<file path="config.mk">
export PLATFORM = sky130hd
export DESIGN_NAME = crmp_mul
export DESIGN_NICKNAME = d
export VERILOG_FILES = /design/src/sv/color_ramp_interpolator_defines.svh /design/src/sv/crmp_pkg.sv /design/src/sv/crmp_mul.sv
export SDC_FILE = /design/constraint.sdc
export NUM_CORES = 2
export LEC_CHECK = 0
export BUFFER_PORTS_ARGS = -buffer_cell sky130_fd_sc_hd__buf_2
export CAP_MARGIN = 20
export CORE_MARGIN = 2
export CORE_UTILIZATION = 54
export DETAILED_ROUTE_END_ITERATION = 16
export HOLD_SLACK_MARGIN = 0.03
export PLACE_DENSITY = 0.74
export SKIP_CTS_REPAIR_TIMING = 1
export SLEW_MARGIN = 20
export SYNTH_ARGS = -nofsm -noshare
export SYNTH_HDL_FRONTEND = slang
export SYNTH_SLANG_ARGS = --single-unit
</file>
<file path="constraint.sdc">
create_clock -name clk -period 7.7 [get_ports clk]
set_input_delay 1.155 -clock clk [delete_from_list [all_inputs] [get_ports clk]]
set_output_delay 1.155 -clock clk [all_outputs]
set_load 0.01 [all_outputs]
</file>
<file path="src/sv/color_ramp_interpolator_defines.svh">
// Assertion macros shared by the colour ramp modules.
// Both expect signals named clk and rst_n in the enclosing module.
`ifndef COLOR_RAMP_INTERPOLATOR_DEFINES_SVH
`define COLOR_RAMP_INTERPOLATOR_DEFINES_SVH

// Consequent checked in the same cycle as the antecedent.
`define CRMP_ASSERT_NOW(lbl, ante, cons, msg) \
  lbl: assert property (@(posedge clk) disable iff (!rst_n) (ante) |-> (cons)) \
    else $error(msg);

// Consequent checked in the cycle after the antecedent.
`define CRMP_ASSERT_NEXT(lbl, ante, cons, msg) \
  lbl: assert property (@(posedge clk) disable iff (!rst_n) (ante) |=> (cons)) \
    else $error(msg);

`endif

</file>
<file path="src/sv/crmp_pkg.sv">
package crmp_pkg;

  localparam int MAX_STOPS   = 6;
  localparam int STOP_REGS   = 6;
  localparam int STOPS_LIMIT = (MAX_STOPS < STOP_REGS) ? MAX_STOPS : STOP_REGS;

  localparam int N_CHAN    = 3;
  localparam int VAL_W     = 24;
  localparam int CHAN_W    = 8;
  localparam int CFG_W     = 48;
  localparam int CFG_IDX_W = 3;
  localparam int CNT_W     = 3;
  localparam int QUO_W     = CHAN_W;
  localparam int DELTA_W   = CHAN_W + 1;
  localparam int REM_W     = VAL_W + QUO_W;
  localparam int DVS_W     = VAL_W + QUO_W - 1;
  localparam int PROD_W    = DELTA_W + VAL_W + 1;

  localparam logic [CFG_IDX_W-1:0] CFG_STOPS_IN_USE = 3'd0;
  localparam logic [CFG_IDX_W-1:0] CFG_STOP_BASE    = 3'd1;

  localparam int CH_RED   = 0;
  localparam int CH_GREEN = 1;

  typedef struct packed {
    logic [CHAN_W-1:0] blue;
    logic [CHAN_W-1:0] green;
    logic [CHAN_W-1:0] red;
    logic [VAL_W-1:0]  value;
  } stop_t;

  typedef struct packed {
    logic [CHAN_W-1:0]  base;
    logic [DELTA_W-1:0] delta;
  } chan_sel_t;

  typedef struct packed {
    logic [VAL_W-1:0]        off;
    logic [VAL_W-1:0]        span;
    chan_sel_t [N_CHAN-1:0]  ch;
  } sel_t;

  typedef struct packed {
    logic [CHAN_W-1:0] base;
    logic              neg;
    logic [REM_W-1:0]  rem;
    logic [QUO_W-1:0]  quo;
  } chan_div_t;

  typedef struct packed {
    logic [DVS_W-1:0]        dvs;
    chan_div_t [N_CHAN-1:0]  ch;
  } div_t;

  function automatic logic [CHAN_W-1:0] chan_of(stop_t s, int c);
    logic [CHAN_W-1:0] v;
    case (c)
      CH_RED:   v = s.red;
      CH_GREEN: v = s.green;
      default:  v = s.blue;
    endcase
    return v;
  endfunction

endpackage

</file>
<file path="src/sv/crmp_mul.sv">
module crmp_mul (
  input  logic            clk,
  input  logic            rst_n,
  input  logic            in_valid,
  output logic            in_ready,
  input  crmp_pkg::sel_t  in_data,
  output logic            out_valid,
  input  logic            out_ready,
  output crmp_pkg::div_t  out_data
);
  import crmp_pkg::*;

  logic  valid_r;
  div_t  data_r;
  div_t  data_nxt;

  assign in_ready = !valid_r || out_ready;

  always_comb begin
    logic signed [PROD_W-1:0] prod;
    logic signed [PROD_W-1:0] mag;
    prod     = '0;
    mag      = '0;
    data_nxt = '0;
    data_nxt.dvs = {in_data.span, {(QUO_W-1){1'b0}}};
    for (int c = 0; c < N_CHAN; c++) begin
      prod = $signed(in_data.ch[c].delta) * $signed({1'b0, in_data.off});
      mag  = prod[PROD_W-1] ? -prod : prod;
      data_nxt.ch[c].base = in_data.ch[c].base;
      data_nxt.ch[c].neg  = prod[PROD_W-1];
      data_nxt.ch[c].rem  = mag[REM_W-1:0];
      data_nxt.ch[c].quo  = '0;
    end
  end

  always_ff @(posedge clk) begin
    if (!rst_n) begin
      valid_r <= 1'b0;
    end else if (in_ready) begin
      valid_r <= in_valid;
    end
  end

  always_ff @(posedge clk) begin
    if (in_valid && in_ready) begin
      data_r <= data_nxt;
    end
  end

  assign out_valid = valid_r;
  assign out_data  = data_r;

endmodule

</file>
==> flow_summary.toml <==
[placement]
dp_hpwl_mm = 52.6
dpl_cell_area_um2 = 29700
port_buffers = 251
place.gp.congestion = 0.871

[yosys]
synth_top_area_cell = "fa_1"
ys_seq_elements = 148
yosysSeqAreaShare = 0.160
yosys-top-cells-count = "fa_1, nand2_1, and2_1, inv_1, ha_1"
synth_area_leaders = "fa_1, edfxtp_1, ha_1"
synth.most_common_cell = "fa_1"
synthArstFlopShare = 0
netlist-cell-type-count = 83
synth_edf_count = 147
syn_area_um2 = 27800
synth_ff_type = "edfxtp_1"
syn_inst = 2836
ys_warn_count = 0
avgSynthCellArea_um2 = 9.79
yosys.area.top_type_share = 0.335

[global_route]
grt_usage = 0.254
grt_overflow = 0
antenna_found_initial = 6
grt_max_degree = 68
grt_pass1_vias = 22300
grt_pass1_wl_mm = 109

[critical_path]
critPathRequiredTime_ps = 7910
worstSetupStartpointType = "primary input"
arrival_ps = 7300
critPathMaxFanout = 22
worst_setup_path_end_kind = "register"
path_class = "primary input to register"

[sta]
slew_headroom = 0.409
max_freq_mhz = 141
maxSlewViolCount = 0
fin_setup_tns_ps = 0
period_minus_slack_ps = 7080
grt_setup_unrepaired = "no"
worstMarginPinSlew_ps = 887
final_hold_viol_count = 0
setup_viol = 0
skew_ps = 11.9
finalCritPeriodShare = 0.920

[floorplanning]
core_um2 = 51100
fp-row-count = 83
start_util = 0.544
io_pins = 283
die_h_um = 231
die_w_um = 231
die_area_um2 = 53300

[clocking]
cts-root-buf = "clkbuf_16"
cts_buffers = 17
cts_tree = "built"
ctsLongestPathBuffers = 2
path_clk_slew_ps = 70
cts_sinks = 148
htree_levels = 4
clock_latency_ps = 470

[final_layout]
drive_above_1_share = 0.125
seqCellArea_um2 = 4430
nFillCells = 4397
final_nets = 3853
finalInstanceArea_um2 = 30300
multi_input_area_um2 = 21600
fin_util = 0.593
syn_to_final_growth_pct = 9.07

[min_path]
hold_path_class = "register to register"

[detailed_routing]
drt_pass1_iterations = 5
drt-total-wl_mm = 65.6
drt-initial-drc-count = 1175
viasPerCell = 5.60
route.antenna.remaining_nets = 0
vias = 20800
drc_errors = 0
wl_per_cell_um = 17.6

[outcome]
status = "completed"

[flow_run]
drv_cap = 0
## worst max-delay path, stage by stage
cell	delay, ps
buf_2	450
nand2_1	150
fa_1	500
fa_1	550
inv_1	50
fa_1	490
fa_1	430
fa_1	380
ha_1	360
a21o_1	220
a31oi_1	380
a21oi_1	180
or3_1	380
and2_1	190
nor4_1	470
nand4_1	340
o41ai_1	480
xnor2_1	100
## kinds of logic after synthesis
logic type	count (synthesis)	synth area share
AOI/OAI and AO/OA	347	0.0841
other	1	0.000135
buffers and inverters	464	0.0673
xor gates and xnor gates	148	0.0467
and+or+nand+nor	999	0.188
adders and majority gates	723	0.451
DFF	148	0.160
muxes	6	0.00230
## cell usage in the layout, fill, tap and decap left out, types with 5 or more instances in the layout
master	count
fa_1	465
nand2_1	349
and2_1	327
inv_1	295
ha_1	258
buf_2	251
edfxtp_1	147
a21oi_1	104
xnor2_1	92
nor2_1	77
nor2b_1	66
o21ai_0	64
buf_4	59
xor2_1	56
conb_1	31
nand3_1	28
nor3_1	28
nand2b_1	24
a21o_1	24
nand4_1	19
clkbuf_16	17
o211ai_1	16
a31oi_1	16
o21a_1	14
and3_1	12
or3_1	12
o31ai_1	11
a211oi_1	10
or2_2	10
nor4_1	8
or4_1	7
a211o_1	7
o41ai_1	7
o211a_1	6
o21ai_1	6
o21bai_1	5
a211oi_2	5
o311ai_0	5
inv_6	5
## final timing paths
path | startpoint | endpoint | slack (ps) | cells past startpoint
worst max-delay path | in_data[78] | out_data[136] | 620 | 18
worst min-delay path | out_valid | out_valid | 540 | 2
worst max register to register | out_valid | out_data[89] | 5510 | 3
worst min register to register | out_valid | out_valid | 540 | 2
## per-stage QoR
stage,cells,setup slack (ps),hold WS [ps]
finish,3724,618,543
floorplan,2866,700,610
global placement,3688,353,505
global route,3724,124,592
detailed placement,3688,164,540
CTS,3720,679,550
## flip-flops by register name, indices dropped and copies added (netlist names)
register / cells
out_data: 147
out_valid: 1
## final cells by class
type | count | share of cell area
diodes | 4 | 0.000330
clock buffers | 18 | 0.0142
clock inverters | 14 | 0.00549
inverters | 296 | 0.0367
multi-input cells | 2254 | 0.713
flip-flops and latches | 148 | 0.146
well taps | 680 | 0.0281
repair buffers | 310 | 0.0561
## routing by layer
| layer | share of wire | GRT usage |
|---|---|---|
| met4 | 0.024 | 0.0869 |
| met5 | 0.00035 | 0 |
| met3 | 0.050 | 0.0336 |
| met2 | 0.51 | 0.447 |
| met1 | 0.42 | 0.322 |
Power is not shown: default switching activity piles up to over one toggle a cycle in this logic, so the estimate is an artifact.
