===== config.mk =====
export PLATFORM = sky130hd
export DESIGN_NAME = crmp_div_step
export DESIGN_NICKNAME = d
export VERILOG_FILES = /design/src/sv/crmp_pkg.sv /design/src/sv/crmp_div_step.sv
export VERILOG_INCLUDE_DIRS = /design/src /design/src/sv
export SDC_FILE = /design/constraint.sdc
export NUM_CORES = 1
export LEC_CHECK = 0
export ABC_AREA = 1
export BUFFER_PORTS_ARGS = -buffer_cell sky130_fd_sc_hd__buf_2
export CORE_MARGIN = 2
export CORE_UTILIZATION = 42
export CTS_BUF_LIST = sky130_fd_sc_hd__clkbuf_4
export CTS_CLUSTER_SIZE = 20
export DETAILED_ROUTE_END_ITERATION = 8
export PLACE_DENSITY = 0.7
export SKIP_CTS_REPAIR_TIMING = 1
export SYNTH_ARGS = -nofsm -noshare
export SYNTH_HDL_FRONTEND = slang
export SYNTH_SLANG_ARGS = --single-unit

===== constraint.sdc =====
create_clock -name clk -period 25.8 [get_ports clk]
set_input_delay 2.58 -clock clk [delete_from_list [all_inputs] [get_ports clk]]
set_output_delay 2.58 -clock clk [all_outputs]
set_load 0.01 [all_outputs]

===== src/sv/color_ramp_interpolator_defines.svh =====
// Assertion macros shared by the colour ramp modules.
// Both expect signals named clk and rst_n in the enclosing module.
`ifndef COLOR_RAMP_INTERPOLATOR_DEFINES_SVH
`define COLOR_RAMP_INTERPOLATOR_DEFINES_SVH

// Consequent checked in the same cycle as the antecedent.
`define CRMP_ASSERT_NOW(lbl, ante, cons, msg) \
  lbl: assert property (@(posedge clk) disable iff (!rst_n) (ante) |-> (cons)) \
    else $error(msg);

// Consequent checked in the cycle after the antecedent.
`define CRMP_ASSERT_NEXT(lbl, ante, cons, msg) \
  lbl: assert property (@(posedge clk) disable iff (!rst_n) (ante) |=> (cons)) \
    else $error(msg);

`endif


===== src/sv/crmp_pkg.sv =====
package crmp_pkg;

  localparam int MAX_STOPS   = 6;
  localparam int STOP_REGS   = 6;
  localparam int STOPS_LIMIT = (MAX_STOPS < STOP_REGS) ? MAX_STOPS : STOP_REGS;

  localparam int N_CHAN    = 3;
  localparam int VAL_W     = 24;
  localparam int CHAN_W    = 8;
  localparam int CFG_W     = 48;
  localparam int CFG_IDX_W = 3;
  localparam int CNT_W     = 3;
  localparam int QUO_W     = CHAN_W;
  localparam int DELTA_W   = CHAN_W + 1;
  localparam int REM_W     = VAL_W + QUO_W;
  localparam int DVS_W     = VAL_W + QUO_W - 1;
  localparam int PROD_W    = DELTA_W + VAL_W + 1;

  localparam logic [CFG_IDX_W-1:0] CFG_STOPS_IN_USE = 3'd0;
  localparam logic [CFG_IDX_W-1:0] CFG_STOP_BASE    = 3'd1;

  localparam int CH_RED   = 0;
  localparam int CH_GREEN = 1;

  typedef struct packed {
    logic [CHAN_W-1:0] blue;
    logic [CHAN_W-1:0] green;
    logic [CHAN_W-1:0] red;
    logic [VAL_W-1:0]  value;
  } stop_t;

  typedef struct packed {
    logic [CHAN_W-1:0]  base;
    logic [DELTA_W-1:0] delta;
  } chan_sel_t;

  typedef struct packed {
    logic [VAL_W-1:0]        off;
    logic [VAL_W-1:0]        span;
    chan_sel_t [N_CHAN-1:0]  ch;
  } sel_t;

  typedef struct packed {
    logic [CHAN_W-1:0] base;
    logic              neg;
    logic [REM_W-1:0]  rem;
    logic [QUO_W-1:0]  quo;
  } chan_div_t;

  typedef struct packed {
    logic [DVS_W-1:0]        dvs;
    chan_div_t [N_CHAN-1:0]  ch;
  } div_t;

  function automatic logic [CHAN_W-1:0] chan_of(stop_t s, int c);
    logic [CHAN_W-1:0] v;
    case (c)
      CH_RED:   v = s.red;
      CH_GREEN: v = s.green;
      default:  v = s.blue;
    endcase
    return v;
  endfunction

endpackage


===== src/sv/crmp_div_step.sv =====
`include "color_ramp_interpolator_defines.svh"

module crmp_div_step (
  input  logic            clk,
  input  logic            rst_n,
  input  logic            in_valid,
  output logic            in_ready,
  input  crmp_pkg::div_t  in_data,
  output logic            out_valid,
  input  logic            out_ready,
  output crmp_pkg::div_t  out_data
);
  import crmp_pkg::*;

  logic  valid_r;
  div_t  data_r;
  div_t  data_nxt;
  logic  rem_bound_ok;

  assign in_ready = !valid_r || out_ready;

  always_comb begin
    data_nxt     = in_data;
    data_nxt.dvs = in_data.dvs >> 1;
    for (int c = 0; c < N_CHAN; c++) begin
      if (in_data.ch[c].rem >= REM_W'(in_data.dvs)) begin
        data_nxt.ch[c].rem = in_data.ch[c].rem - REM_W'(in_data.dvs);
        data_nxt.ch[c].quo = {in_data.ch[c].quo[QUO_W-2:0], 1'b1};
      end else begin
        data_nxt.ch[c].quo = {in_data.ch[c].quo[QUO_W-2:0], 1'b0};
      end
    end
  end

  always_ff @(posedge clk) begin
    if (!rst_n) begin
      valid_r <= 1'b0;
    end else if (in_ready) begin
      valid_r <= in_valid;
    end
  end

  always_ff @(posedge clk) begin
    if (in_valid && in_ready) begin
      data_r <= data_nxt;
    end
  end

  assign out_valid = valid_r;
  assign out_data  = data_r;

  // One quotient bit per step is enough only while the remainder stays
  // below twice the current shifted divisor.
  always_comb begin
    rem_bound_ok = 1'b1;
    for (int c = 0; c < N_CHAN; c++) begin
      if (in_data.ch[c].rem >= {in_data.dvs, 1'b0}) begin
        rem_bound_ok = 1'b0;
      end
    end
  end

  `CRMP_ASSERT_NOW(div_rem_bound, in_valid, rem_bound_ok, "divider remainder out of range")

endmodule


==> impl_metrics.tcl <==
set metrics [dict create \
    drive_gt1_frac 0.176 \
    clock_sinks 178 \
    syn2layout_area_growth_pct 17.9 \
    finalSetupTns_ps 0 \
    status "completed" \
    hold_end "out_valid$_SDFFE_PN0N_" \
    grt_max_degree 64 \
    drt_iter0_markers 827 \
    fmax_mhz 178 \
    ir_drop_mv 0.0290 \
    synth_area_sq_um 14200 \
    grt-ovfl-total 0 \
    cts_root_buffer "clkbuf_4" \
    top_level_ports 362 \
    seqPwrFrac 0.445 \
    initial_core_util 0.425 \
    rr_worst_depth 3 \
    crit_path_max_fanout 2 \
    arrival_ps 3030 \
    drc 0 \
    synth_commonest_cells "911 x nand2_1, 421 x inv_1, 177 x edfxtp_1" \
    htreeDepth 4 \
    grt_pass1_wl_um 73600 \
    tritoncts "built" \
    worstSkewPairLatency_ps 700 \
    synth_edf_count 177 \
    power.internal_w 0.000502 \
    die_area_sq_um 35300 \
    core_sq_um 33400 \
    maxSlewViolCount 0 \
    fin_crit_ps 5610 \
    ys.flop_type "edfxtp_1" \
    cts_made_buffers 17 \
    whs_path_depth 2 \
    p_total_w 0.000814 \
    yosysMostFrequentCell "nand2_1" \
    synth_fp_nets 2371 \
    required_ps 23220 \
    slew_headroom 0.440 \
    die_h_um 188 \
    final-setup-viol-count 0 \
    ys_seq_area_frac 0.376 \
    numPlacedInstances 2882 \
    p_sw_w 0.000313 \
    io_buffers 357 \
    final.period_utilization 0.218 \
    r2r-end "out_data[86]$_DFFE_PP_" \
    grt_pass1_vias 13200 \
    fin_worst_hold_slack_ps 626 \
    ant_nets 0 \
    p_per_area_nw_per_um2 48.7 \
    reg2reg_from "out_valid$_SDFFE_PN0N_" \
    worst_pin_slew_ps 840 \
    place_hpwl_um 40900 \
    synth_top_area_share 0.374 \
    clockPowerShare 0.207 \
    drt_wl_total_um 48800 \
    clockBufferDepth 2 \
    synthTopCellsByArea "edfxtp_1 37%, nand2_1 24%, inv_1 11%" \
    utilization 0.502 \
    place_congestion 0.947 \
    power_frac_comb 0.348 \
    ys_warn_count 0 \
    netlist_instances 2093 \
    async_flop_share 0 \
    hp-start "out_valid$_SDFFE_PN0N_" \
    via_count 14000 \
    wl_per_cell_um 16.7 \
    r2r_slack_ps 23420 \
    p_leak_nw 9.47 \
    firstDrtPassIters 7 \
    fill_cells 3568 \
    fp.dieW_um 188 \
    cp-start-kind "input port" \
    grt_usage 0.275 \
    worst_setup_path_end_kind "output port" \
    fin_skew_ps 39.8 \
    antenna_found_initial 4 \
    layout.cells.non_filler 2920 \
    cts.reportedPaths.clkPinSlew_ps 150 \
    yosys.area.top_type "edfxtp_1" \
    hold_viol 0 \
    swShare 0.384 \
    synthDistinctLibCells 34 \
    rows 67 \
    avgViaCountPerCell 4.79 \
    timing_worst_setup_path_type "input port to output port" \
    hold_class "flop to flop" \
    postSynthAreaPerCell_sq_um 6.78 \
    ys_seq_elements 178 \
    maxCapViolCount 0 \
    final_nets 2731 \
    rsz0062_at_grt "false" \
]
-- area by class of cell --
| class | instances | area (sq um) | area share |
|---|---|---|---|
| Inverter | 429 | 1610 | 0.0962 |
| Clock buffer | 17 | 128 | 0.00763 |
| Sequential cell | 178 | 5340 | 0.319 |
| Timing Repair Buffer | 360 | 1810 | 0.108 |
| Antenna cell | 6 | 15.0 | 0.000897 |
| Tap cell | 448 | 561 | 0.0335 |
| Clock inverter | 15 | 166 | 0.00995 |
| Multi-Input combinational cell | 1467 | 7110 | 0.425 |
-- sequential cells by signal (all words and copies together), names as in the netlist --
name / flops
out_valid: 1
out_data: 177
-- metal layers --
layer  track usage  share of wire  vias to the layer above
li1              -              -                     7167
met1         0.337           0.43                     6294
met2         0.492           0.49                      459
met3        0.0447          0.054                       62
met4        0.0906          0.028                        0
met5             0              0                        -
-- logic make-up (layout without fill, tap and decap cells) --
family / Yosys count / in the layout / synth area share
flops: 178 / 178 / 0.376
simple gates: 1255 / 1255 / 0.359
other cells: 1 / 7 / 0.000264
buf+inv: 448 / 821 / 0.124
xor+xnor: 42 / 42 / 0.0259
fa+ha+maj: 96 / 96 / 0.0862
compound gates: 73 / 73 / 0.0283
-- stage by stage --
stage               setup WS (ps)  instance area, sq um
floorplan                   13910                 14200
global placement            20100                 16400
detailed placement          20070                 16400
CTS                         20200                 16700
global route                20160                 16700
finish                      20190                 16700
-- power groups by stage --
stage               clock network (W)  logic [W]  registers, W
floorplan                           0   0.000167      0.000388
global placement                    0   0.000280      0.000369
detailed placement                  0   0.000283      0.000369
CTS                          0.000175   0.000284      0.000363
global route                 0.000185   0.000318      0.000365
finish                       0.000168   0.000284      0.000362
-- worst max-delay path by stage --
stage	startpoint	cells past startpoint	to	slack [ps]
after detailed placement	in_data[147]	15	out_data[120]$_DFFE_PP_	20070
after global routing	out_ready	4	in_ready	20160
after global placement	in_data[148]	12	out_data[120]$_DFFE_PP_	20100
after CTS	out_ready	4	in_ready	20200
after floorplan	in_valid	2	out_data[0]$_DFFE_PP_	13910
final	out_ready	4	in_ready	20190
-- worst max-delay path: stages --
cell,delay (ps)
buf_2,100
inv_1,100
nand2_1,100
buf_2,150
-- cell usage in the layout (no fill, tap or decap), types with 9 or more instances in the layout --
master	n
xor2_1	42
clkbuf_4	17
and2_1	10
nor3_1	18
ha_1	93
o21ai_0	11
nand2_2	15
nand2_1	911
nor2_1	126
inv_1	421
nand3_1	131
a21oi_1	48
edfxtp_1	177
nand4_1	18
nand3b_1	9
buf_2	357
No activity file was read; power rests on OpenSTA's default activity.
