--- src/sv/color_ramp_interpolator_defines.svh ---
// Assertion macros shared by the colour ramp modules.
// Both expect signals named clk and rst_n in the enclosing module.
`ifndef COLOR_RAMP_INTERPOLATOR_DEFINES_SVH
`define COLOR_RAMP_INTERPOLATOR_DEFINES_SVH

// Consequent checked in the same cycle as the antecedent.
`define CRMP_ASSERT_NOW(lbl, ante, cons, msg) \
  lbl: assert property (@(posedge clk) disable iff (!rst_n) (ante) |-> (cons)) \
    else $error(msg);

// Consequent checked in the cycle after the antecedent.
`define CRMP_ASSERT_NEXT(lbl, ante, cons, msg) \
  lbl: assert property (@(posedge clk) disable iff (!rst_n) (ante) |=> (cons)) \
    else $error(msg);

`endif

--- src/sv/crmp_pkg.sv ---
package crmp_pkg;

  localparam int MAX_STOPS   = 6;
  localparam int STOP_REGS   = 6;
  localparam int STOPS_LIMIT = (MAX_STOPS < STOP_REGS) ? MAX_STOPS : STOP_REGS;

  localparam int N_CHAN    = 3;
  localparam int VAL_W     = 24;
  localparam int CHAN_W    = 8;
  localparam int CFG_W     = 48;
  localparam int CFG_IDX_W = 3;
  localparam int CNT_W     = 3;
  localparam int QUO_W     = CHAN_W;
  localparam int DELTA_W   = CHAN_W + 1;
  localparam int REM_W     = VAL_W + QUO_W;
  localparam int DVS_W     = VAL_W + QUO_W - 1;
  localparam int PROD_W    = DELTA_W + VAL_W + 1;

  localparam logic [CFG_IDX_W-1:0] CFG_STOPS_IN_USE = 3'd0;
  localparam logic [CFG_IDX_W-1:0] CFG_STOP_BASE    = 3'd1;

  localparam int CH_RED   = 0;
  localparam int CH_GREEN = 1;

  typedef struct packed {
    logic [CHAN_W-1:0] blue;
    logic [CHAN_W-1:0] green;
    logic [CHAN_W-1:0] red;
    logic [VAL_W-1:0]  value;
  } stop_t;

  typedef struct packed {
    logic [CHAN_W-1:0]  base;
    logic [DELTA_W-1:0] delta;
  } chan_sel_t;

  typedef struct packed {
    logic [VAL_W-1:0]        off;
    logic [VAL_W-1:0]        span;
    chan_sel_t [N_CHAN-1:0]  ch;
  } sel_t;

  typedef struct packed {
    logic [CHAN_W-1:0] base;
    logic              neg;
    logic [REM_W-1:0]  rem;
    logic [QUO_W-1:0]  quo;
  } chan_div_t;

  typedef struct packed {
    logic [DVS_W-1:0]        dvs;
    chan_div_t [N_CHAN-1:0]  ch;
  } div_t;

  function automatic logic [CHAN_W-1:0] chan_of(stop_t s, int c);
    logic [CHAN_W-1:0] v;
    case (c)
      CH_RED:   v = s.red;
      CH_GREEN: v = s.green;
      default:  v = s.blue;
    endcase
    return v;
  endfunction

endpackage

--- src/sv/crmp_front.sv ---
`include "color_ramp_interpolator_defines.svh"

module crmp_front (
  input  logic                                      clk,
  input  logic                                      rst_n,
  input  logic                                      in_valid,
  output logic                                      in_ready,
  input  logic signed [crmp_pkg::VAL_W-1:0]         in_sample,
  input  logic [crmp_pkg::CNT_W-1:0]                stops_in_use,
  input  crmp_pkg::stop_t [crmp_pkg::STOP_REGS-1:0] stops,
  output logic                                      out_valid,
  input  logic                                      out_ready,
  output crmp_pkg::sel_t                            out_data
);
  import crmp_pkg::*;

  logic                     s1_valid_r;
  logic [VAL_W-1:0]         s1_sample_r;
  logic [STOP_REGS-1:0]     s1_ge_r;
  logic                     s1_le0_r;
  logic [STOP_REGS-1:0]     ge_nxt;
  logic                     le0_nxt;
  logic                     s1_ready;

  logic                     s2_valid_r;
  sel_t                     s2_data_r;
  sel_t                     s2_data_nxt;
  logic                     s2_ready;

  logic [CNT_W-1:0]         n_eff;
  logic [CNT_W-1:0]         n_m1;
  logic                     off_ok;

  assign s2_ready = !s2_valid_r || out_ready;
  assign s1_ready = !s1_valid_r || s2_ready;
  assign in_ready = s1_ready;

  always_comb begin
    for (int i = 0; i < STOP_REGS; i++) begin
      ge_nxt[i] = in_sample >= $signed(stops[i].value);
    end
    le0_nxt = in_sample <= $signed(stops[0].value);
  end

  always_ff @(posedge clk) begin
    if (!rst_n) begin
      s1_valid_r <= 1'b0;
    end else if (s1_ready) begin
      s1_valid_r <= in_valid;
    end
  end

  always_ff @(posedge clk) begin
    if (in_valid && s1_ready) begin
      s1_sample_r <= in_sample;
      s1_ge_r     <= ge_nxt;
      s1_le0_r    <= le0_nxt;
    end
  end

  assign n_eff = (stops_in_use > CNT_W'(STOPS_LIMIT)) ? CNT_W'(STOPS_LIMIT) : stops_in_use;
  assign n_m1  = n_eff - 1'b1;

  always_comb begin
    logic              last_ge;
    stop_t             last_stop;
    logic              found;
    logic [VAL_W:0]    diff_off;
    logic [VAL_W:0]    diff_span;
    last_ge     = 1'b0;
    last_stop   = '0;
    found       = 1'b0;
    diff_off    = '0;
    diff_span   = '0;
    s2_data_nxt = '0;
    s2_data_nxt.span = VAL_W'(1);
    for (int i = 0; i < STOP_REGS; i++) begin
      if (n_m1 == CNT_W'(i)) begin
        last_ge   = s1_ge_r[i];
        last_stop = stops[i];
      end
    end
    if (n_eff < CNT_W'(2)) begin
      s2_data_nxt.span = VAL_W'(1);
    end else if (s1_le0_r) begin
      for (int c = 0; c < N_CHAN; c++) begin
        s2_data_nxt.ch[c].base = chan_of(stops[0], c);
      end
    end else if (last_ge) begin
      for (int c = 0; c < N_CHAN; c++) begin
        s2_data_nxt.ch[c].base = chan_of(last_stop, c);
      end
    end else begin
      for (int i = 0; i < STOP_REGS - 1; i++) begin
        if (!found && (4'(i + 1) < {1'b0, n_eff}) && s1_ge_r[i] && !s1_ge_r[i+1]) begin
          found     = 1'b1;
          diff_off  = {s1_sample_r[VAL_W-1], s1_sample_r}
                    - {stops[i].value[VAL_W-1], stops[i].value};
          diff_span = {stops[i+1].value[VAL_W-1], stops[i+1].value}
                    - {stops[i].value[VAL_W-1], stops[i].value};
          s2_data_nxt.off  = diff_off[VAL_W-1:0];
          s2_data_nxt.span = diff_span[VAL_W-1:0];
          for (int c = 0; c < N_CHAN; c++) begin
            s2_data_nxt.ch[c].base  = chan_of(stops[i], c);
            s2_data_nxt.ch[c].delta = {1'b0, chan_of(stops[i+1], c)}
                                    - {1'b0, chan_of(stops[i], c)};
          end
        end
      end
      if (!found) begin
        for (int c = 0; c < N_CHAN; c++) begin
          s2_data_nxt.ch[c].base = chan_of(last_stop, c);
        end
      end
    end
  end

  always_ff @(posedge clk) begin
    if (!rst_n) begin
      s2_valid_r <= 1'b0;
    end else if (s2_ready) begin
      s2_valid_r <= s1_valid_r;
    end
  end

  always_ff @(posedge clk) begin
    if (s1_valid_r && s2_ready) begin
      s2_data_r <= s2_data_nxt;
    end
  end

  assign out_valid = s2_valid_r;
  assign out_data  = s2_data_r;

  // The offset into the chosen interval must lie strictly below its width.
  assign off_ok = s2_data_r.off < s2_data_r.span;

  `CRMP_ASSERT_NOW(front_off_in_span, s2_valid_r, off_ok, "interval offset not below span")

endmodule

--- config.mk ---
export PLATFORM = sky130hd
export DESIGN_NAME = crmp_front
export DESIGN_NICKNAME = d
export VERILOG_FILES = /design/src/sv/crmp_pkg.sv /design/src/sv/crmp_front.sv
export VERILOG_INCLUDE_DIRS = /design/src /design/src/sv
export SDC_FILE = /design/constraint.sdc
export NUM_CORES = 1
export LEC_CHECK = 0
export BUFFER_PORTS_ARGS = -buffer_cell sky130_fd_sc_hd__buf_2
export CORE_ASPECT_RATIO = 1.5
export CORE_MARGIN = 1
export CORE_UTILIZATION = 34
export DETAILED_ROUTE_END_ITERATION = 7
export PLACE_DENSITY_LB_ADDON = 0.08
export SLEW_MARGIN = 10
export SYNTH_ARGS = -nofsm -noshare
export SYNTH_HDL_FRONTEND = slang
export SYNTH_SLANG_ARGS = --single-unit
--- constraint.sdc ---
create_clock -name clk -period 6.7 [get_ports clk]
set_input_delay 1.34 -clock clk [delete_from_list [all_inputs] [get_ports clk]]
set_output_delay 1.34 -clock clk [all_outputs]
set_load 0.03 [all_outputs]
==> impl_results.md <==
* Combinational share of power at 55.4%
* Cts bufs inserted at 17
* WL per Instance at 25.82 um
* CP max stage delay at 0.43 ns
* Power per Cell Area at around 160 nW/um^2
* Sequential fraction of the synthesis area at 14.47%
* Count of final max-slew check failures at 0
* Post-CTS Setup Inserts at 0
* Least-Margin Pin Slew at 1.126 ns
* Reg2reg start: s1_sample_r[1]
* DR vias/cell at 5.838
* Routed Antenna Nets at 0
* Total global-route track usage at 30.32%
* FF/Latch Area at 3944 um^2
* Minimum clock period at around 4.6 ns
* Vias in the first global route at 28920
* Mapped Cells at 3447
* Initial antenna violation count at 7
* Fin util at between 30% and 40%
* Int Power at ~0.0027 W
* RSZ-0062 raised after global routing: false
* CP Data Required Time at 6.95 ns
* Initial Util at 34.51%
* Root buffer cell: clkbuf_16
* DR vias at 28280
* Synthesis-to-layout area growth at 14.44%
* Reg2Reg Depth at 12
* Yosys top cell area share at 22.68%
* Worst hold path class: register to register
* Fmax at 0.2186 GHz
* Final period util at 68.27%
* I/O Buffers at 419
* Share of cells above drive strength 1 at about 14%
* Critical path startpoint: stops[48]
* Worst slew margin at roughly a quarter
* Placer Congestion at ~0.94
* Max IR drop VDD at 221.6 uV
* Core ar. at 78980 um^2
* Total of fill cells in the finished design at 8376
* Ys async rst share at 0%
* Reg-to-Reg End: out_data[97]
* Mapped Avg Cell Area at 7.907 um^2
* CP Launch Type: primary input
* GR Overflow Total at 0
* H-tree levels at 4
* Max Cap Viol at 0
* Worst Setup Path Type: primary input to register
* Delay-heaviest family, CP: compound AO/OA/AOI/OAI gates
* Sw Share at between 40% and 50%
* Area of the multi-input gates at 21700 um^2
* Final TNS setup at 0 ns
* Sw Pwr at ~0.0022 W
* Synth warn at 0
* Post-cts resize count at 0
* Drt total wl at about 130000 um
* Flop2flop setup slack at 2.60 ns
* Non-Filler Instances at 4844
* Crit. path cell count at 15
* Leak Pwr at between 10 and 15 nW
* Crit path DAT at 4.82 ns
* Total nets after synthesis at 4285
* Die Height at 348.8 um
* Final setup viols at 0
* Synth top area cells: ha_1 (23%), edfxtp_1 (14%), a21oi_1 (7.0%), xnor2_1 (5.5%), a21o_1 (5.4%)
* Clock slew at reported path FFs at roughly 0.08 ns
* Post-synth EDFFs at 130
* Leading area contributor after synthesis: ha_1
* Min Hold Slack at 0.5402 ns
* Distinct cell type count after synthesis at 89
* Seq pwr share at 20.7%
* Slowest cell on the critical path: fa_1
* Cell mode on critical path: inv_1
* Critical Path End Type: register
* Detailed Route Iter0 Violations at between 1500 and 2000
* Status: finished clean
* Clock tree buffer depth at 2
* Die Span X at approximately 230 um
* TritonCTS clock tree: done
* Synth Cell Area at 27260 um^2
* Clock power share at 23.9%
* Post-DP HPWL at 100800 um
* Hold Vio Cnt, Final at 0
* IO Count at 420
* Clk_lat worst skew at roughly 0.54 ns
* Sinks on Clock Net at 132
* Cells along the critical path: buf_2, inv_1, ha_1, inv_1, fa_1, a211oi_1, or4_1, nand4b_1, a31oi_1, a21oi_1, a22o_1, o41ai_1, xnor2_1, a22oi_1, a41oi_2
* DRT Pass-1 Iters at 8
* First-pass GRT wire length at between 150000 and 200000 um
* Setup Skew at 0.01326 ns
* Placed insts at 4807
* Post-synthesis register bit count at 132
* Worst setup path endpoint: out_data[73]
* Largest net degree at the start of global routing at 64
* Synth Flop Type: edfxtp_1
* Die Area at 81330 um^2
* DRC Markers at 0
* Post-CTS Hold Fix Bufs at 0
* CP Max Fanout at 4
* Post-layout nets at 4640
* Cell row count at 126
* CP Buf/Inv Count at 3
## worst min path at each step
stage / start / endpoint / slack [ns] / depth (start not counted)
finish: s1_valid_r / out_valid / 0.54 / 1
global route: s1_valid_r / out_valid / 0.59 / 1
CTS: s1_valid_r / out_valid / 0.55 / 1
detailed placement: s1_valid_r / out_valid / 0.53 / 1
global placement: s1_valid_r / out_valid / 0.53 / 1
floorplan: s1_valid_r / out_valid / 0.48 / 1
## kinds of logic after synthesis
family          after synthesis  share of synthesized area [%]
simple gates                779                          14.11
mux                          31                          1.203
buf+inv                     440                          6.183
compound gates             1279                          30.94
fa+ha+maj                   519                          24.51
flops                       132                          14.47
xor+xnor                    267                          8.580
## stage by stage
stage / worst slack [ns] / cell area [um^2] / power, W
2_1_floorplan: 0.3261 / 27260 / 0.002846
4_1_cts: 2.206 / 31180 / 0.004949
3_5_place_dp: 1.644 / 30520 / 0.003746
5_1_grt: 2.052 / 31190 / 0.005238
3_3_place_gp: 1.591 / 30520 / 0.003753
6_report: 2.126 / 31190 / 0.004943
## metal layers
layer  share of wire [%]  wire length (um)  vias up  GRT usage, %
met2                  50             62800      956         54.55
met4                 5.0              6216        2         15.29
met1                  40             49990    13550         34.95
li1                    -                 -    13560             -
met5               0.011                14        -             0
met3                 4.9              6079      216         3.386
## worst reg2reg max path, stage by stage, from the launching register on
cell and delay (ns):
edfxtp_1 0.58, inv_1 0.25, fa_1 0.48, nor2b_1 0.17, o31a_1 0.25, o2111ai_1 0.20
o21ai_0 0.41, a21oi_1 0.22, o21ai_0 0.56, a21oi_1 0.19, xnor2_1 0.16, a22oi_1 0.20
a41oi_1 0.13
## synthesized netlist by cell type (37+ instances only)
master	instances
clkbuf_1	80
a21o_1	195
xnor2_1	172
nand2_1	159
o21ai_0	191
a21oi_1	383
a211oi_1	68
o21a_1	66
a22oi_1	37
nor2_1	238
edfxtp_1	130
inv_1	326
ha_1	494
nand2b_1	82
nand3_1	39
o22ai_1	63
nor2b_1	69
a221oi_1	42
nor3_1	49
xor2_1	95
nand4_1	45
## power by group through the flow
stage	clock network [W]	registers (W)	logic [W]
after floorplan	0	0.00111	0.00174
after global placement	0	0.00104	0.00271
after detailed placement	0	0.00104	0.00270
after CTS	0.00120	0.00102	0.00272
after global routing	0.00122	0.00103	0.00299
final	0.00118	0.00102	0.00274
## registers in the layout (all words and copies together), names as in the netlist
| register | cells |
|---|---|
| out_valid | 1 |
| s1_sample_r | 24 |
| s1_ge_r | 6 |
| s1_le0_r | 1 |
| out_data | 99 |
| s1_valid_r | 1 |
## layout by cell type (no fill, tap or decap), types with 95 or more instances in the layout
cell type,n
nor2_1,235
o21ai_0,190
inv_1,326
xnor2_1,172
a21o_1,195
a21oi_1,383
nand2_1,158
edfxtp_1,130
xor2_1,95
ha_1,494
buf_2,419
## area by class of cell
type / instances / share of cell area, %
Multi-Input combinational cell: 2875 / 69.57
Sequential cell: 132 / 12.64
Timing Repair Buffer: 449 / 7.606
Tap cell: 1024 / 4.108
Inverter: 327 / 3.935
Clock buffer: 17 / 1.364
Clock inverter: 15 / 0.7381
Antenna cell: 5 / 0.04011
(Power assumes the default switching activity.)
