File: config.mk
export PLATFORM = sky130hd
export DESIGN_NAME = crmp_cfg
export DESIGN_NICKNAME = d
export VERILOG_FILES = /design/src/sv/color_ramp_interpolator_defines.svh /design/src/sv/crmp_pkg.sv /design/src/sv/crmp_cfg.sv
export SDC_FILE = /design/constraint.sdc
export NUM_CORES = 1
export LEC_CHECK = 0
export ABC_AREA = 1
export BUFFER_PORTS_ARGS = -buffer_cell sky130_fd_sc_hd__buf_2
export CAP_MARGIN = 20
export CORE_MARGIN = 10
export CORE_UTILIZATION = 45
export DETAILED_ROUTE_END_ITERATION = 10
export GPL_ROUTABILITY_DRIVEN = 0
export PLACE_DENSITY = 0.73
export REMOVE_ABC_BUFFERS = 1
export SYNTH_ARGS = -nofsm -noshare
export SYNTH_HDL_FRONTEND = slang
export SYNTH_SLANG_ARGS = --single-unit
File: constraint.sdc
create_clock -name clk -period 1.35 [get_ports clk]
set_input_delay 0.27 -clock clk [delete_from_list [all_inputs] [get_ports clk]]
set_output_delay 0.27 -clock clk [all_outputs]
set_load 0.05 [all_outputs]
File: src/sv/color_ramp_interpolator_defines.svh
// Assertion macros shared by the colour ramp modules.
// Both expect signals named clk and rst_n in the enclosing module.
`ifndef COLOR_RAMP_INTERPOLATOR_DEFINES_SVH
`define COLOR_RAMP_INTERPOLATOR_DEFINES_SVH

// Consequent checked in the same cycle as the antecedent.
`define CRMP_ASSERT_NOW(lbl, ante, cons, msg) \
  lbl: assert property (@(posedge clk) disable iff (!rst_n) (ante) |-> (cons)) \
    else $error(msg);

// Consequent checked in the cycle after the antecedent.
`define CRMP_ASSERT_NEXT(lbl, ante, cons, msg) \
  lbl: assert property (@(posedge clk) disable iff (!rst_n) (ante) |=> (cons)) \
    else $error(msg);

`endif

File: src/sv/crmp_pkg.sv
package crmp_pkg;

  localparam int MAX_STOPS   = 6;
  localparam int STOP_REGS   = 6;
  localparam int STOPS_LIMIT = (MAX_STOPS < STOP_REGS) ? MAX_STOPS : STOP_REGS;

  localparam int N_CHAN    = 3;
  localparam int VAL_W     = 24;
  localparam int CHAN_W    = 8;
  localparam int CFG_W     = 48;
  localparam int CFG_IDX_W = 3;
  localparam int CNT_W     = 3;
  localparam int QUO_W     = CHAN_W;
  localparam int DELTA_W   = CHAN_W + 1;
  localparam int REM_W     = VAL_W + QUO_W;
  localparam int DVS_W     = VAL_W + QUO_W - 1;
  localparam int PROD_W    = DELTA_W + VAL_W + 1;

  localparam logic [CFG_IDX_W-1:0] CFG_STOPS_IN_USE = 3'd0;
  localparam logic [CFG_IDX_W-1:0] CFG_STOP_BASE    = 3'd1;

  localparam int CH_RED   = 0;
  localparam int CH_GREEN = 1;

  typedef struct packed {
    logic [CHAN_W-1:0] blue;
    logic [CHAN_W-1:0] green;
    logic [CHAN_W-1:0] red;
    logic [VAL_W-1:0]  value;
  } stop_t;

  typedef struct packed {
    logic [CHAN_W-1:0]  base;
    logic [DELTA_W-1:0] delta;
  } chan_sel_t;

  typedef struct packed {
    logic [VAL_W-1:0]        off;
    logic [VAL_W-1:0]        span;
    chan_sel_t [N_CHAN-1:0]  ch;
  } sel_t;

  typedef struct packed {
    logic [CHAN_W-1:0] base;
    logic              neg;
    logic [REM_W-1:0]  rem;
    logic [QUO_W-1:0]  quo;
  } chan_div_t;

  typedef struct packed {
    logic [DVS_W-1:0]        dvs;
    chan_div_t [N_CHAN-1:0]  ch;
  } div_t;

  function automatic logic [CHAN_W-1:0] chan_of(stop_t s, int c);
    logic [CHAN_W-1:0] v;
    case (c)
      CH_RED:   v = s.red;
      CH_GREEN: v = s.green;
      default:  v = s.blue;
    endcase
    return v;
  endfunction

endpackage

File: src/sv/crmp_cfg.sv
module crmp_cfg (
  input  logic                                    clk,
  input  logic                                    rst_n,
  input  logic                                    cfg_we,
  input  logic [crmp_pkg::CFG_IDX_W-1:0]          cfg_index,
  input  logic [crmp_pkg::CFG_W-1:0]              cfg_data,
  output logic [crmp_pkg::CNT_W-1:0]              stops_in_use,
  output crmp_pkg::stop_t [crmp_pkg::STOP_REGS-1:0] stops
);
  import crmp_pkg::*;

  logic [CNT_W-1:0]          count_r;
  stop_t [STOP_REGS-1:0]     stop_r;

  always_ff @(posedge clk) begin
    if (!rst_n) begin
      count_r <= '0;
      stop_r  <= '0;
    end else if (cfg_we) begin
      if (cfg_index == CFG_STOPS_IN_USE) begin
        count_r <= cfg_data[CNT_W-1:0];
      end
      for (int i = 0; i < STOP_REGS; i++) begin
        if (cfg_index == CFG_STOP_BASE + CFG_IDX_W'(i)) begin
          stop_r[i] <= cfg_data;
        end
      end
    end
  end

  assign stops_in_use = count_r;
  assign stops        = stop_r;

endmodule

==> results of run 1 <==
per-stage QoR:
stage,setup TNS (ns),power (uW),hold WS [ns],cell area (um^2)
after floorplan,-710.82,11200,0.391,10800
after CTS,-0.0564,21000,0.0998,17100
after detailed placement,-15.58,12300,0.466,13800
final,0,21100,0.110,17500
after global placement,-10.48,12300,0.457,13800
after global routing,-0.515,21800,0.114,17500
logic make-up (layout without fill, tap and decap cells):
kind of cell / after synthesis / count (layout) / synth area share [%]
buf+inv: 177 / 502 / 6.73
flops: 291 / 291 / 51.1
simple gates: 1181 / 1181 / 42.1
sequential cells by signal (all words and copies together) (netlist names):
signal / count
stops: 288
stops_in_use: 3
layout by cell type (no fill, tap or decap), drive strengths merged:
cell,netlist,routed
nor2,593,593
buf,70,396
nand2,297,297
nand3,291,291
dfxtp,291,291
inv,54,54
clkbuf,53,47
clkinv,0,3
bufinv,0,1
clkinvlp,0,1
cell type report:
| cell class | count | area [um^2] |
|---|---|---|
| Clock buffer | 46 | 932 |
| Clock inverter | 5 | 56.3 |
| Fill cell | 1770 | 7520 |
| Inverter | 54 | 205 |
| Multi-Input combinational cell | 1181 | 4870 |
| Sequential cell | 291 | 6280 |
| Tap cell | 330 | 413 |
| Timing Repair Buffer | 397 | 4750 |
final timing paths:
path	startpoint	endpoint	slack [ns]	cells after the start
setup / recovery	stops[237]	stops[237]	0.01	1
hold / removal	rst_n	stops[18]	0.11	3
setup reg to reg	stops[37]	stops[37]	0.56	3
hold reg to reg	stops[21]	stops[21]	0.48	2
power by group:
group | switching, uW | internal, uW
registers | 289 | 8900
logic | 2380 | 1230
clock network | 3420 | 4900
metal layers:
layer / up-vias / global-route usage [%]
met4: 0 / 10.0
met3: 133 / 6.28
met1: 5808 / 31.1
met2: 746 / 43.7
met5: - / 0
li1: 5737 / -
what timing repair did:
action                     CTS  global route
setup endpoints to repair  291           165
setup buffers                1             3
gates resized for setup    850           167
cloned                       0             0
pin swaps                    0             0
==> flow_summary.json, run 1 <==
{
  "outcome": "complete, no violations",
  "place_hpwl_mm": 26.9,
  "n_antenna_cell": 0,
  "worst-path-buf-inv": 1,
  "die_w_um": 179,
  "avgRoutedWirePerCell_um": 19.7,
  "drive_above_1_share_pct": 37.8,
  "io_buffers": 344,
  "ys_top_cells_by_count": "nor2_1 (591), nand2_1 (297), dfxtp_1 (291), nand3_1 (291), clkbuf_1 (53)",
  "clock_skew_ns": 0,
  "highest_layer": "met4",
  "yosysSeqAreaShare_pct": 51.1,
  "grtUsageTotal_pct": 25.8,
  "core_um2": 25000,
  "path_delay_family": "flip-flops",
  "synth_edf_count": 0,
  "dr_total_vias": 12424,
  "drt_iter0_drc": 1299,
  "ios": 345,
  "critPathCaptureType": "output pin",
  "drc_errors": 0,
  "row_count": 58,
  "cts_buffers": 30,
  "hold_viol": 0,
  "async_flop_share_pct": 0,
  "synth.most_common_cell": "nor2_1",
  "met2_length_mm": 22.2,
  "synth_cells": 1649,
  "dieArea_um2": 32100,
  "initial_core_util_pct": 45.5,
  "cp_data_required_time_ns": 1.08,
  "htree_levels": 1,
  "clk_pin_slew_worst_paths_ns": 0.06,
  "cts_tree": "built",
  "yosys_warnings": 0,
  "dr_wl_met3_mm": 4.90,
  "powerDensity_nw_per_um2": 1210,
  "clk_latency_ns": 0.54,
  "min_period_ns": 1.34,
  "synth_top_area_share_pct": 51.1,
  "holdBufCountCts": 0,
  "grt_pass1_vias": 12093,
  "wl_met1_mm": 16.6,
  "clock.fmax_mhz": 746,
  "grt_pass1_wl_mm": 66.9,
  "finalCritPeriodShare_pct": 99.2,
  "num-nets-final": 2009,
  "crit_chain": "buf_8",
  "final_util_pct": 70.0,
  "vias_per_cell": 5.39,
  "crit_slowest_cell": "dfxtp_2",
  "slew_violations": 0,
  "crit_fanout": 2,
  "yosysTopAreaCell": "dfxtp_1",
  "max-vdd-ir-drop_mv": 0.883,
  "rsz0062_at_grt": "yes",
  "die_h_um": 179,
  "p_leak_uw": 0.00779,
  "clockBufferDepth": 3,
  "dp_cells": 2249,
  "wl_mm": 45.3,
  "worstPathArrival_ns": 1.07,
  "ys_seq_elements": 291,
  "antenna_left": 0,
  "criticalPathCategory": "reg2out",
  "ys_types": 11,
  "cap_violations": 0,
  "instances_no_fill": 2304,
  "setup_viol": 0,
  "hold_path_class": "in2reg",
  "syn_to_final_growth_pct": 53.7,
  "setup_slack_ns": 0.0103,
  "synth_area_leaders": "dfxtp_1 (51%), nor2_1 (19%), nand3_1 (13%)",
  "grt_overflow_total": 0,
  "antenna_found_initial": 0,
  "dp_slack_ns": -0.116,
  "dr.pass1.iters": 5,
  "max_stage_delay_ns": 0.37,
  "grt_max_degree": 58,
  "relSlewSlack_pct": 71.3,
  "startpoint_type": "flip-flop",
  "root_buffer": "clkbuf_16",
  "syn-mean-instance-area_um2": 6.91,
  "clkSinkCount": 291,
  "synth_ff_type": "dfxtp_1",
  "tightest_slew_ns": 0.430,
  "syn-cell-area_um2": 11400
}
Power figures use the tool's default switching activity.
==> run 2: changes to the inputs <==
Settings changed: PLACE_DENSITY 0.73 to 0.81.
==> run 2 against run 1 <==
Net effect: count of clock-buffer cells in the layout down 7; via count rose by 6.1%; clock power rose by 6.5%; hold slack improved by 0.020 ns; cell area grew 1.8%; clock skew did not move; sequential power grew 0.4%; the flow now finishes with violations (setup timing); worst setup slack worse by 0.038 ns; cell count increased by 0.69%; combinational power up 3%; global-route usage rose by 1.1 points; critical path type unchanged.
==> flow_summary.json, run 2 (same netlist as run 1, synthesis figures left out) <==
{
  "avgRoutedWirePerCell_um": 21.2,
  "antenna_found_initial": 0,
  "io_buffers": 344,
  "grt_max_degree": 66,
  "tns_ns": -0.104,
  "core_um2": 25000,
  "clock.fmax_mhz": 726,
  "outcome": "finished, violations left",
  "num-nets-final": 2020,
  "grt_busiest_layer": "met2",
  "clk_pin_slew_worst_paths_ns": 0.07,
  "htree_levels": 1,
  "fillers": 1585,
  "cts_buffers": 30,
  "min_period_ns": 1.38,
  "root_buffer": "clkbuf_16",
  "cts_tree": "built",
  "clockBufferDepth": 3,
  "setup_viol": 13,
  "violations": "setup timing",
  "largest_reg_flops": 288,
  "clock_skew_ns": 0,
  "path_delay_family": "flip-flops",
  "grt_pass1_wl_mm": 69.4,
  "crit_slowest_cell": "dfxtp_2",
  "dr_total_vias": 13184,
  "antenna_left": 0,
  "wl_mm": 49.2,
  "criticalPathCategory": "reg2out",
  "reg2reg_from": "stops[168]",
  "rsz0062_at_grt": "yes",
  "cap_violations": 0,
  "finalCritPeriodShare_pct": 102,
  "crit_fanout": 2,
  "max_stage_delay_ns": 0.38,
  "initial_core_util_pct": 45.5,
  "p_leak_uw": 0.00792,
  "row_count": 58,
  "dieArea_um2": 32100,
  "grt_pass1_vias": 12597,
  "drt_iter0_drc": 1922,
  "clkSinkCount": 291,
  "holdBufCountCts": 0,
  "gr-usage-met3_pct": 6.55,
  "layout_common_cells": "nor2_1 (583), nand2_1 (297), nand3_1 (291)",
  "hold_path_class": "in2reg",
  "ios": 345,
  "holdCritStartpoint": "cfg_data[35]",
  "worstPathArrival_ns": 1.11,
  "max-vdd-ir-drop_mv": 1.06,
  "grtUsageTotal_pct": 26.9,
  "final_common_cell": "nor2_1",
  "critPathCaptureType": "output pin",
  "use_met2_pct": 47.0,
  "drive_above_1_share_pct": 38.4,
  "use_met1_pct": 29.6,
  "setup_slack_ns": -0.0275,
  "drc_errors": 0,
  "startpoint_type": "flip-flop",
  "die_w_um": 179,
  "worst-path-buf-inv": 1,
  "dr.pass1.iters": 9,
  "hold_viol": 0,
  "slew_violations": 0,
  "n_antenna_cell": 0,
  "cp_data_required_time_ns": 1.08,
  "place_hpwl_mm": 26.6,
  "tightest_slew_ns": 0.370,
  "clk_latency_ns": 0.55,
  "syn_to_final_growth_pct": 56.5,
  "die_h_um": 179,
  "powerDensity_nw_per_um2": 1220,
  "final_util_pct": 71.2,
  "relSlewSlack_pct": 75.2,
  "vias_per_cell": 5.68,
  "critPathLaunch": "stops[133]",
  "grt_overflow_total": 0,
  "crit_chain": "buf_8"
}
-- run 2: cell count changes in the layout (fill, tap and decap cells not counted), moves of 2 or more --
cell | previous run | this run
buf_8 | 108 | 165
clkbuf_1 | 5 | 3
clkbuf_8 | 11 | 6
clkinvlp_4 | 1 | 5
bufinv_16 | 1 | 4
buf_6 | 183 | 125
buf_4 | 21 | 34
dfxtp_2 | 253 | 266
dfxtp_4 | 37 | 23
clkinv_2 | 2 | 6
-- run 2: layout make-up --
cell class / instances / area (um^2) / area share [%]
timing repair buffer: 408 / 5030 / 28.2
clock buffer: 39 / 856 / 4.80
inverter: 54 / 205 / 1.15
multi-input combinational: 1181 / 4870 / 27.3
clock inverter: 17 / 205 / 1.15
sequential: 291 / 6240 / 35.0
tap: 330 / 413 / 2.32
-- run 2: worst paths after layout --
check | endpoint | slack, ns | cells after the start
worst max-delay path | stops[133] | -0.03 | 1
worst min-delay path | stops[35] | 0.13 | 5
worst max register to register | stops[168] | 0.46 | 3
worst min register to register | stops[93] | 0.49 | 2
-- run 2: power breakdown --
group / leakage, uW / switching, uW / internal (uW)
Clock: 0.000511 / 3620 / 5240
Combinational: 0.00491 / 2450 / 1280
Sequential: 0.00251 / 310 / 8920
-- run 2: layer usage --
layer	vias up	share of wire, %
met3	273	12
met1	6056	33
met5	-	0
met4	0	6.4
li1	5754	-
met2	1101	49
-- run 2: timing repair --
action / 4_1_cts / 5_1_grt
endpoints found under the setup margin: 291 / 198
resized for setup: 880 / 181
pin swaps: 0 / 0
setup buffers: 0 / 17
-- run 2: stage by stage --
stage	area [um^2]	total power, uW	hold WS, ns	cells	worst slack [ns]
4_1_cts	17100	21500	0.103	2303	-0.0116
6_report	17800	21800	0.130	2320	-0.0275
2_1_floorplan	10800	11200	0.391	1526	-3.83
3_5_place_dp	13800	12300	0.466	2247	-0.0216
3_3_place_gp	13800	12300	0.457	2247	0.0104
5_1_grt	17800	22400	0.132	2320	-0.0416
==> run 3: changes to the inputs <==
Settings changed: PLACE_DENSITY 0.81 to not set, PLACE_DENSITY_LB_ADDON set to 0.05, REMOVE_ABC_BUFFERS 1 to not set.
==> run 3 against run 2 <==
Net effect: the run now ends clean; sequential power down 0.5%; combinational power down 4%; non-clock buffer count fell by 9; critical path type unchanged; largest cell class unchanged.
==> flow_summary.json, run 3 (same netlist as run 1, synthesis figures left out) <==
{
  "outcome": "complete, no violations",
  "slew_violations": 0,
  "antenna_left": 0,
  "setup_slack_ns": 0.00712,
  "syn-num-nets": 1703,
  "drt_iter0_drc": 875,
  "rr_endpoint": "stops[201]",
  "hold_path_class": "in2reg",
  "holdCritStartpoint": "rst_n",
  "avgRoutedWirePerCell_um": 18.2,
  "r2r_cells": 3,
  "relSlewSlack_pct": 75.9,
  "layout_common_cells": "nor2_1 (583), nand2_1 (297), nand3_1 (291)",
  "largest_reg_flops": 288,
  "htree_levels": 1,
  "clk_pin_slew_worst_paths_ns": 0.06,
  "vias_per_cell": 5.14,
  "crit_fanout": 2,
  "fillers": 2012,
  "clk_latency_ns": 0.54,
  "num-nets-final": 2011,
  "cap_violations": 0,
  "cts_tree": "built",
  "hold_viol": 0,
  "die_w_um": 179,
  "rsz0062_at_grt": "yes",
  "design_area_um2": 17400,
  "detailed_place.area_um2": 13900,
  "die_h_um": 179,
  "clkSinkCount": 291,
  "ff2ff_setup_slack_ns": 0.59,
  "powerDensity_nw_per_um2": 1180,
  "path_delay_family": "flip-flops",
  "criticalPathCategory": "reg2out",
  "holdBufCountCts": 0,
  "ios": 345,
  "drc_errors": 0,
  "min_period_ns": 1.34,
  "register_area_um2": 6250,
  "startpoint_type": "flip-flop",
  "crit_cells": 1,
  "grt_overflow_total": 0,
  "drive_above_1_share_pct": 37.4,
  "max-vdd-ir-drop_mv": 0.723,
  "holdPathEnd": "stops[24]",
  "critPathCaptureType": "output pin",
  "multi_input_area_um2": 4870,
  "p_leak_uw": 0.00775,
  "grt_pass1_wl_mm": 63.3,
  "reg2reg_from": "stops[201]",
  "row_count": 58,
  "root_buffer": "clkbuf_16",
  "cts_buffers": 30,
  "finalCritPeriodShare_pct": 99.5,
  "holdWs_ns": 0.0764,
  "clock.fmax_mhz": 745,
  "worstPathArrival_ns": 1.07,
  "crit_chain": "buf_8",
  "grt_pass1_vias": 11266,
  "crit_slowest_cell": "dfxtp_2",
  "grtUsageTotal_pct": 24.7,
  "syn_to_final_growth_pct": 52.7,
  "setup_viol": 0,
  "clock_skew_ns": 0,
  "tightest_slew_ns": 0.361,
  "initial_core_util_pct": 45.5,
  "core_um2": 25000,
  "grt_max_degree": 69,
  "wl_mm": 42.1,
  "dp_slack_ns": 0.00471,
  "dr.pass1.iters": 6,
  "worstHoldPathCells": 3,
  "clockBufferDepth": 3,
  "cp_data_required_time_ns": 1.08,
  "io_buffers": 344,
  "max_stage_delay_ns": 0.37,
  "antenna_found_initial": 3,
  "dieArea_um2": 32100,
  "dr_total_vias": 11862,
  "worst-path-buf-inv": 1,
  "final_common_cell": "nor2_1",
  "place_hpwl_mm": 27.4
}
run 3: cell count changes in the layout (fill, tap and decap cells not counted), moves of 3 or more:
cell        before  now
clkbuf_1         3   13
buf_12          31   34
clkinvlp_4       5    0
buf_6          125  193
bufinv_16        4    0
buf_8          165   98
buf_4           34   21
dfxtp_4         23   26
dfxtp_2        266  261
run 3: area by class of cell:
type	instances	area share, %
diodes	2	0.0288
clock buffers	48	5.05
clock inverters	4	0.115
inverters	54	1.18
multi-input cells	1181	28.0
flip-flops and latches	291	35.9
well taps	330	2.37
repair buffers	399	27.3
run 3: metrics by stage:
stage | util (%) | instances | TNS, ns | total power (uW)
floorplan | - | 1649 | 0 | 11400
detailed placement | 55.4 | 2253 | 0 | 12400
global route | 69.5 | 2307 | -0.404 | 21200
finish | 69.5 | 2309 | 0 | 20500
CTS | 68.6 | 2305 | -0.255 | 20600
global placement | 55.4 | 2253 | 0 | 12300
run 3: where the power goes:
| group | internal (uW) | switching [uW] | total [uW] | leakage [uW] |
|---|---|---|---|---|
| sequential | 8910 | 270 | 9180 | 0.00251 |
| combinational | 1240 | 2330 | 3570 | 0.00480 |
| clock | 4410 | 3350 | 7760 | 0.000442 |
run 3: timing repair:
item	4_1_cts	5_1_grt
setup endpoints to repair	291	110
resized for setup	918	75
setup buffers	0	2
hold endpoints to repair	0	0
cloned	0	0
run 3: routing by layer:
metal | GRT usage (%) | part of all wire, % | vias up
met5 | 0 | 0.040 | -
met3 | 6.36 | 9.7 | 65
met2 | 41.1 | 48 | 514
met4 | 7.04 | 2.3 | 2
li1 | - | - | 5743
met1 | 30.9 | 40 | 5538
run 3: how the worst max path moves through the flow:
stage | from | to | slack, ns
after global placement | cfg_index[1] | stops[52] | 0.04
after global routing | stops[285] | stops[285] | -0.01
after CTS | stops[209] | stops[209] | -0.01
after detailed placement | cfg_index[2] | stops[207] | 0.005
final | stops[285] | stops[285] | 0.007
after floorplan | cfg_we | stops[1] | 0.17
